**config.mk**
```make
export PLATFORM = sky130hd
export DESIGN_NAME = jtag_to_bus_dma_bridge
export DESIGN_NICKNAME = d
export VERILOG_FILES = /design/src/hw/rtl/jtdb_pkg.sv /design/src/hw/rtl/jtdb_core.sv /design/src/hw/rtl/jtag_to_bus_dma_bridge.sv
export SDC_FILE = /design/constraint.sdc
export NUM_CORES = 1
export LEC_CHECK = 0
export BUFFER_PORTS_ARGS = -buffer_cell sky130_fd_sc_hd__buf_4
export CAP_MARGIN = 10
export CORE_ASPECT_RATIO = 0.6
export CORE_MARGIN = 2
export CORE_UTILIZATION = 60
export DETAILED_ROUTE_END_ITERATION = 10
export PLACE_DENSITY = 0.84
export SYNTH_ARGS = -nofsm -noshare
export SYNTH_HDL_FRONTEND = slang
export SYNTH_SLANG_ARGS = --single-unit
```
**constraint.sdc**
```tcl
create_clock -name clock -period 11.35 [get_ports clock]
set_input_delay 0 -clock clock [delete_from_list [all_inputs] [get_ports clock]]
set_output_delay 0 -clock clock [all_outputs]
set_load 0.01 [all_outputs]
```
**src/hw/rtl/jtdb_pkg.sv**
```systemverilog
// Shared types and constants for the JTAG to bus DMA bridge.
package jtdb_pkg;

   localparam int unsigned IncWindowBitsDefault = 10;
   localparam int unsigned AdrRegBits           = 35;
   localparam int unsigned DatRegBits           = 33;
   localparam int unsigned BusBits              = 32;
   localparam int unsigned WriteBit             = 34;

   // Transfer phases, one-hot.
   typedef enum logic [2:0] {
      PH_SHIFT = 3'b001,
      PH_BUS   = 3'b010,
      PH_NEXT  = 3'b100
   } phase_type;

   // One sample of the TAP signals and the DMA handshake.
   typedef struct packed {
      logic                bridge_reset_n;
      logic                tck;
      logic                tdi;
      logic                adr_sel;
      logic                data_sel;
      logic                shift_dr;
      logic                update_dr;
      logic                tap_reset;
      logic                dma_active;
      logic                dma_ready;
      logic [BusBits-1:0]  dma_rdata;
   } req_type;

   // Bridge outputs seen for one sample.
   typedef struct packed {
      logic                tdo;
      logic [BusBits-1:0]  dma_address;
      logic [BusBits-1:0]  dma_wdata;
      logic                dma_start;
      logic                dma_write;
      logic [1:0]          dma_size;
   } rsp_type;

endpackage

```
**src/hw/rtl/jtdb_core.sv**
```systemverilog
// Bridge state: synchronisers, shift registers, phase sequencer and address increment.
module jtdb_core #(
   parameter int unsigned IncWindowBits = jtdb_pkg::IncWindowBitsDefault
) (
   input  logic              clock,
   input  logic              reset,
   input  logic              accept,
   input  jtdb_pkg::req_type req,
   output jtdb_pkg::rsp_type rsp
);
   import jtdb_pkg::*;

   logic [2:0]            tck_sync_ff, tdi_sync_ff, shift_sync_ff, update_sync_ff;
   logic [1:0]            reset_sync_ff, adrsel_sync_ff, datasel_sync_ff;
   phase_type             phase_ff, phase_in;
   logic [AdrRegBits-1:0] adr_ff, adr_in, adr_inc;
   logic [DatRegBits-1:0] dat_ff, dat_in;
   logic                  seq_ff, seq_in;
   logic [IncWindowBits-1:0] win_inc;

   logic wr, tck_rise, tdi_s, rst_s, sh_s, up_s, as_s, ds_s;
   logic in_shift, in_bus, in_next, done, clr;

   assign wr       = adr_ff[WriteBit];
   assign tck_rise = !tck_sync_ff[2] && tck_sync_ff[1];
   assign tdi_s    = tdi_sync_ff[2];
   assign rst_s    = reset_sync_ff[1];
   assign sh_s     = shift_sync_ff[2];
   assign up_s     = update_sync_ff[2];
   assign as_s     = adrsel_sync_ff[1];
   assign ds_s     = datasel_sync_ff[1];
   assign in_shift = (phase_ff == PH_SHIFT);
   assign in_bus   = (phase_ff == PH_BUS);
   assign in_next  = (phase_ff == PH_NEXT);
   assign done     = in_bus && req.dma_active && req.dma_ready;
   assign clr      = !req.bridge_reset_n || rst_s;

   // The word address wraps inside its window; bits outside it are kept.
   assign win_inc = adr_ff[IncWindowBits+1:2] + {{(IncWindowBits-1){1'b0}}, 1'b1};
   assign adr_inc = {adr_ff[AdrRegBits-1:IncWindowBits+2], win_inc, adr_ff[1:0]};

   always_comb begin
      rsp.tdo         = as_s ? adr_ff[0] : dat_ff[0];
      rsp.dma_address = adr_ff[BusBits-1:0];
      rsp.dma_wdata   = dat_ff[BusBits-1:0];
      rsp.dma_start   = in_bus && !req.dma_active;
      rsp.dma_write   = wr;
      rsp.dma_size    = in_shift ? 2'b00 : adr_ff[BusBits+1:BusBits];
   end

   always_comb begin
      phase_in = phase_ff;
      if (clr) begin
         phase_in = PH_SHIFT;
      end else if (in_shift && !sh_s && up_s && ((as_s && !wr) || (ds_s && (wr || seq_ff)))) begin
         phase_in = PH_BUS;
      end else if (done) begin
         phase_in = PH_NEXT;
      end else if (in_next && !up_s) begin
         phase_in = PH_SHIFT;
      end

      adr_in = adr_ff;
      if (clr) begin
         adr_in = '0;
      end else if (in_shift && as_s && tck_rise && sh_s) begin
         adr_in = {tdi_s, adr_ff[AdrRegBits-1:1]};
      end else if (in_shift && ds_s && up_s && seq_ff && !wr) begin
         adr_in = adr_inc;
      end else if (done && seq_ff && wr) begin
         adr_in = adr_inc;
      end

      dat_in = dat_ff;
      if (!req.bridge_reset_n) begin
         dat_in = '0;
      end else if (in_shift && ds_s && tck_rise && sh_s) begin
         dat_in = {tdi_s, dat_ff[DatRegBits-1:1]};
      end else if (in_shift && up_s) begin
         dat_in = {1'b0, dat_ff[BusBits-1:0]};
      end else if (done) begin
         dat_in = {1'b0, req.dma_rdata};
      end

      seq_in = seq_ff;
      if (clr) begin
         seq_in = 1'b0;
      end else if (in_shift && ds_s && tck_rise && sh_s) begin
         seq_in = tdi_s;
      end
   end

   always_ff @(posedge clock) begin
      if (reset) begin
         tck_sync_ff     <= '0;
         tdi_sync_ff     <= '0;
         shift_sync_ff   <= '0;
         update_sync_ff  <= '0;
         reset_sync_ff   <= '0;
         adrsel_sync_ff  <= '0;
         datasel_sync_ff <= '0;
         phase_ff        <= PH_SHIFT;
         adr_ff          <= '0;
         dat_ff          <= '0;
         seq_ff          <= 1'b0;
      end else if (accept) begin
         tck_sync_ff     <= {tck_sync_ff[1:0], req.tck};
         tdi_sync_ff     <= {tdi_sync_ff[1:0], req.tdi};
         shift_sync_ff   <= {shift_sync_ff[1:0], req.shift_dr};
         update_sync_ff  <= {update_sync_ff[1:0], req.update_dr};
         reset_sync_ff   <= {reset_sync_ff[0], req.tap_reset};
         adrsel_sync_ff  <= {adrsel_sync_ff[0], req.adr_sel};
         datasel_sync_ff <= {datasel_sync_ff[0], req.data_sel};
         phase_ff        <= phase_in;
         adr_ff          <= adr_in;
         dat_ff          <= dat_in;
         seq_ff          <= seq_in;
      end
   end

endmodule

```
**src/hw/rtl/jtag_to_bus_dma_bridge.sv**
```systemverilog
// Top level of the JTAG to bus DMA bridge with its result register and skid stage.
//
// Each request is one system-clock sample of the raw TAP signals (TCK, TDI,
// shift, update, the two register selects and TAP reset) together with the
// DMA handshake inputs and read data. Each accepted request yields exactly
// one response carrying TDO and the DMA request outputs, computed from the
// bridge state as it stood before that sample was applied, with dma_start
// also looking at the sample's dma_active.
//
// Each response is registered in the response register or the skid register.
// Throughput is one request per cycle while req_stall is low; the bridge
// state is updated by a single pass of logic between the request and the
// response register, so nothing limits the rate but the response side.
//
// When the receiver stalls, the response register holds and one further
// request is taken into a skid register; req_stall rises only once that
// skid register is full, and falls as soon as the response moves on.
//
// The reset input clears the synchronisers, the phase sequencer, the
// address/command and data registers and both response stages. The sample
// field bridge_reset_n clears the phase, address/command and data registers
// and the synchronised TAP reset all but data, in the ordinary course of requests.
module jtag_to_bus_dma_bridge #(
   parameter int unsigned IncWindowBits = jtdb_pkg::IncWindowBitsDefault
) (
   input  logic        clock,
   input  logic        reset,

   input  logic        req_valid,
   output logic        req_stall,
   input  logic        req_bridge_reset_n,
   input  logic        req_tck,
   input  logic        req_tdi,
   input  logic        req_adr_sel,
   input  logic        req_data_sel,
   input  logic        req_shift_dr,
   input  logic        req_update_dr,
   input  logic        req_tap_reset,
   input  logic        req_dma_active,
   input  logic        req_dma_ready,
   input  logic [31:0] req_dma_rdata,

   output logic        rsp_valid,
   input  logic        rsp_stall,
   output logic        rsp_tdo,
   output logic [31:0] rsp_dma_address,
   output logic [31:0] rsp_dma_wdata,
   output logic        rsp_dma_start,
   output logic        rsp_dma_write,
   output logic [1:0]  rsp_dma_size
);
   import jtdb_pkg::*;

   req_type req;
   rsp_type rsp_new;
   rsp_type rsp_ff, skid_ff;
   logic    rsp_valid_ff, skid_valid_ff;
   logic    accept, rsp_take;

   assign req.bridge_reset_n = req_bridge_reset_n;
   assign req.tck            = req_tck;
   assign req.tdi            = req_tdi;
   assign req.adr_sel        = req_adr_sel;
   assign req.data_sel       = req_data_sel;
   assign req.shift_dr       = req_shift_dr;
   assign req.update_dr      = req_update_dr;
   assign req.tap_reset      = req_tap_reset;
   assign req.dma_active     = req_dma_active;
   assign req.dma_ready      = req_dma_ready;
   assign req.dma_rdata      = req_dma_rdata;

   // Requests are refused only while the skid register holds a response.
   assign req_stall = skid_valid_ff;
   assign accept    = req_valid && !skid_valid_ff;
   assign rsp_take  = rsp_valid_ff && !rsp_stall;

   jtdb_core #(
      .IncWindowBits(IncWindowBits)
   ) u_core (
      .clock (clock),
      .reset (reset),
      .accept(accept),
      .req   (req),
      .rsp   (rsp_new)
   );

   // Control of the two response stages.
   always_ff @(posedge clock) begin
      if (reset) begin
         rsp_valid_ff  <= 1'b0;
         skid_valid_ff <= 1'b0;
      end else if (skid_valid_ff) begin
         if (rsp_take) begin
            skid_valid_ff <= 1'b0;
         end
      end else if (accept) begin
         if (rsp_valid_ff && rsp_stall) begin
            skid_valid_ff <= 1'b1;
         end else begin
            rsp_valid_ff <= 1'b1;
         end
      end else if (rsp_take) begin
         rsp_valid_ff <= 1'b0;
      end
   end

   // Payload of the two response stages; the skid register drains first.
   always_ff @(posedge clock) begin
      if (skid_valid_ff) begin
         if (rsp_take) begin
            rsp_ff <= skid_ff;
         end
      end else if (accept) begin
         if (rsp_valid_ff && rsp_stall) begin
            skid_ff <= rsp_new;
         end else begin
            rsp_ff <= rsp_new;
         end
      end
   end

   assign rsp_valid       = rsp_valid_ff;
   assign rsp_tdo         = rsp_ff.tdo;
   assign rsp_dma_address = rsp_ff.dma_address;
   assign rsp_dma_wdata   = rsp_ff.dma_wdata;
   assign rsp_dma_start   = rsp_ff.dma_start;
   assign rsp_dma_write   = rsp_ff.dma_write;
   assign rsp_dma_size    = rsp_ff.dma_size;

endmodule

```
==> flow_metrics.tcl <==
set metrics [dict create \
    clock_path_buffers 3 \
    grt_max_degree 95 \
    power_frac_clock 0.374 \
    cpPeakStageDelay_ps 880 \
    cts_sinks 230 \
    synth_warnings 0 \
    power_switching_w 0.000386 \
    tightestPinTransition_ps 1120 \
    status "completed" \
    fin_nets 906 \
    vias 6316 \
    n_fill_cell 864 \
    period_share 0.269 \
    die_area_um2 16000 \
    remaining_drc_errors 0 \
    first_pass_iters 5 \
    first_iter_violations 543 \
    synthFlopType "edfxtp_1" \
    wl_um 20500 \
    synth_common_cells "edfxtp_1, mux2_2, dfxtp_1" \
    fp-row-count 34 \
    synth.distinct_cells 48 \
    critPathArrivalTime_ps 3470 \
    slowest_stage "a31oi_4" \
    fin_skew_ps 14.8 \
    syn-instance-count 710 \
    grt_setup_unrepaired "no" \
    multi_input_area_um2 2840 \
    area_growth_pct 24.1 \
    grt_antenna_before_repair 0 \
    crit_path_cell_trace "nor3b_1 > nand4_1 > buf_4 > a31oi_4 > nand3_1 > dlygate4sd3_1 > a21oi_1" \
    slew_headroom 0.250 \
    cp-end-kind "flip-flop" \
    place_congestion 0.837 \
    finalHoldViolCount 0 \
    clk-insertion-delay-late_ps 500 \
    ant_nets 0 \
    max_freq_mhz 327 \
    wl_per_cell_um 19.1 \
    clk_transition_reported_paths_ps 60 \
    crit_required_ps 11770 \
    fin_tns_setup_ps 0 \
    powerDensity_nw_per_um2 156 \
    synth_area_leaders "edfxtp_1, dfxtp_1, mux2_2, a21oi_1, nand2_1" \
    portBuffers 116 \
    p_comb_frac 0.085 \
    ff2ff_path_depth 7 \
    cts_made_buffers 21 \
    avgSynthCellArea_um2 12.7 \
    grt_pass1_vias 6239 \
    worstHoldPathType "primary input to flip-flop" \
    hold_depth 3 \
    drt-vias-per-instance 5.89 \
    hpwl_um 11500 \
    initial_core_util 0.617 \
    post-route-util 0.765 \
    ir_drop_mv 0.0953 \
    period_needed_ps 3050 \
    root_buffer "clkbuf_16" \
    grt_pass1_wl_um 32000 \
    grt.overflow.total 0 \
    leakagePower_nw 3.96 \
    die_w_um 162 \
    synth_seq_cells 230 \
    synth_top_area_cell "edfxtp_1" \
    fin_ws_ps 8300 \
    setup_violations 0 \
    syn_area_um2 9000 \
    cts_tree "done" \
    synth_top_area_frac 0.460 \
    path_class "flip-flop to flip-flop" \
    synthArstFlopShare 0 \
    drive_gt1_frac 0.292 \
    ff_latch_area_um2 5990 \
    n_antenna_cell 0 \
    pre_cts_ws_ps 8400 \
    crit_fanout 35 \
    synth_edf_count 138 \
    track_usage 0.253 \
    postCtsSetupBuffers 0 \
    boundaryPins 117 \
    yosysMostFrequentCell "edfxtp_1" \
    core_area_um2 14600 \
    maxSlewViolCount 0 \
    hold_ws_ps 17.7 \
    die_h_um 98.9 \
    cp-start-kind "flip-flop" \
    intPower_w 0.00135 \
    cap_violations 0 \
    seqPwrFrac 0.541 \
    ys_seq_area_frac 0.665 \
    syn-num-nets 757 \
    switching_share 0.222 \
    cts_max_level 1 \
]
[repair_timing]
action                    in CTS  in global routing
hold buffers                  52                  0
resized for setup              0                  0
hold endpoints to repair      40                  0
[final timing paths]
check / endpoint / slack (ps) / start
max: u_core.dat_ff[1] / 8300 / u_core.phase_ff[0]
min: u_core.dat_ff[6] / 20 / req_bridge_reset_n
max reg2reg: u_core.dat_ff[1] / 8300 / u_core.phase_ff[0]
min reg2reg: u_core.tdi_sync_ff[0] / 460 / u_core.tdi_sync_ff[0]
[cell type report]
cell class / count / area share
Multi-Input combinational cell: 424 / 0.254
Tap cell: 198 / 0.0222
Clock buffer: 33 / 0.0529
Clock inverter: 5 / 0.00235
Timing Repair Buffer: 174 / 0.129
Inverter: 8 / 0.00269
Sequential cell: 230 / 0.536
[power by group through the flow]
stage	registers, W	clock network, W	logic [W]
2_1_floorplan	0.000966	0	0.0000609
3_3_place_gp	0.000956	0	0.000129
3_5_place_dp	0.000958	0	0.000132
4_1_cts	0.000940	0.000656	0.000146
5_1_grt	0.000944	0.000686	0.000157
6_report	0.000941	0.000649	0.000147
[cell usage in the layout (no fill, tap or decap), types with 8 or more instances in the layout]
master | synthesis | routed
nand3_1 | 39 | 39
clkbuf_1 | 36 | 10
edfxtp_1 | 138 | 138
inv_1 | 8 | 8
nor2_1 | 32 | 32
buf_4 | 0 | 121
dfxtp_1 | 92 | 91
nand2_1 | 89 | 89
o21ai_0 | 10 | 10
mux2_2 | 94 | 94
a22oi_1 | 25 | 25
a21oi_1 | 71 | 70
dlygate4sd3_1 | 0 | 52
clkbuf_16 | 0 | 21
[state kept, by name, summed over array words and instances, names as in the netlist, 2 cells and up]
name	cells
u_core.dat_ff	33
u_core.shift_sync_ff	3
u_core.tdi_sync_ff	3
u_core.tck_sync_ff	3
u_core.phase_ff	3
skid_ff	69
u_core.adrsel_sync_ff	2
rsp_dma_address	32
u_core.adr_ff	35
u_core.reset_sync_ff	2
rsp_dma_wdata	32
u_core.datasel_sync_ff	2
rsp_dma_size	2
u_core.update_sync_ff	3
[per-layer routing]
metal,vias to the layer above,track usage,wire length [um]
met5,-,0,0
met4,0,0.0803,440
met3,41,0.0484,1440
met2,284,0.422,10000
met1,3074,0.339,8620
li1,2917,-,-
[per-stage QoR]
step | instance area, um^2 | instances | total power (W)
after floorplan | 9000 | 710 | 0.00103
after global placement | 10000 | 981 | 0.00108
after detailed placement | 10000 | 981 | 0.00109
after CTS | 11200 | 1071 | 0.00174
after global routing | 11200 | 1072 | 0.00179
final | 11200 | 1072 | 0.00174
[cell families after synthesis]
kind of cell / Yosys count / share of synthesized area
AO/OA/AOI/OAI: 129 / 0.0883
XOR/XNOR: 1 / 0.000973
adder cells (fa/ha/maj): 1 / 0.00139
buffers and inverters: 56 / 0.0243
flip-flops: 230 / 0.665
multiplexers: 95 / 0.119
AND/OR/NAND/NOR: 198 / 0.101
[critical path, delay by kind of cell, from the launching register on]
kind | cells | cell delay, ps
buf+inv | 2 | 940
simple gates | 3 | 580
compound gates | 2 | 1010
flops | 1 | 430
No activity file was read; power rests on OpenSTA's default activity.
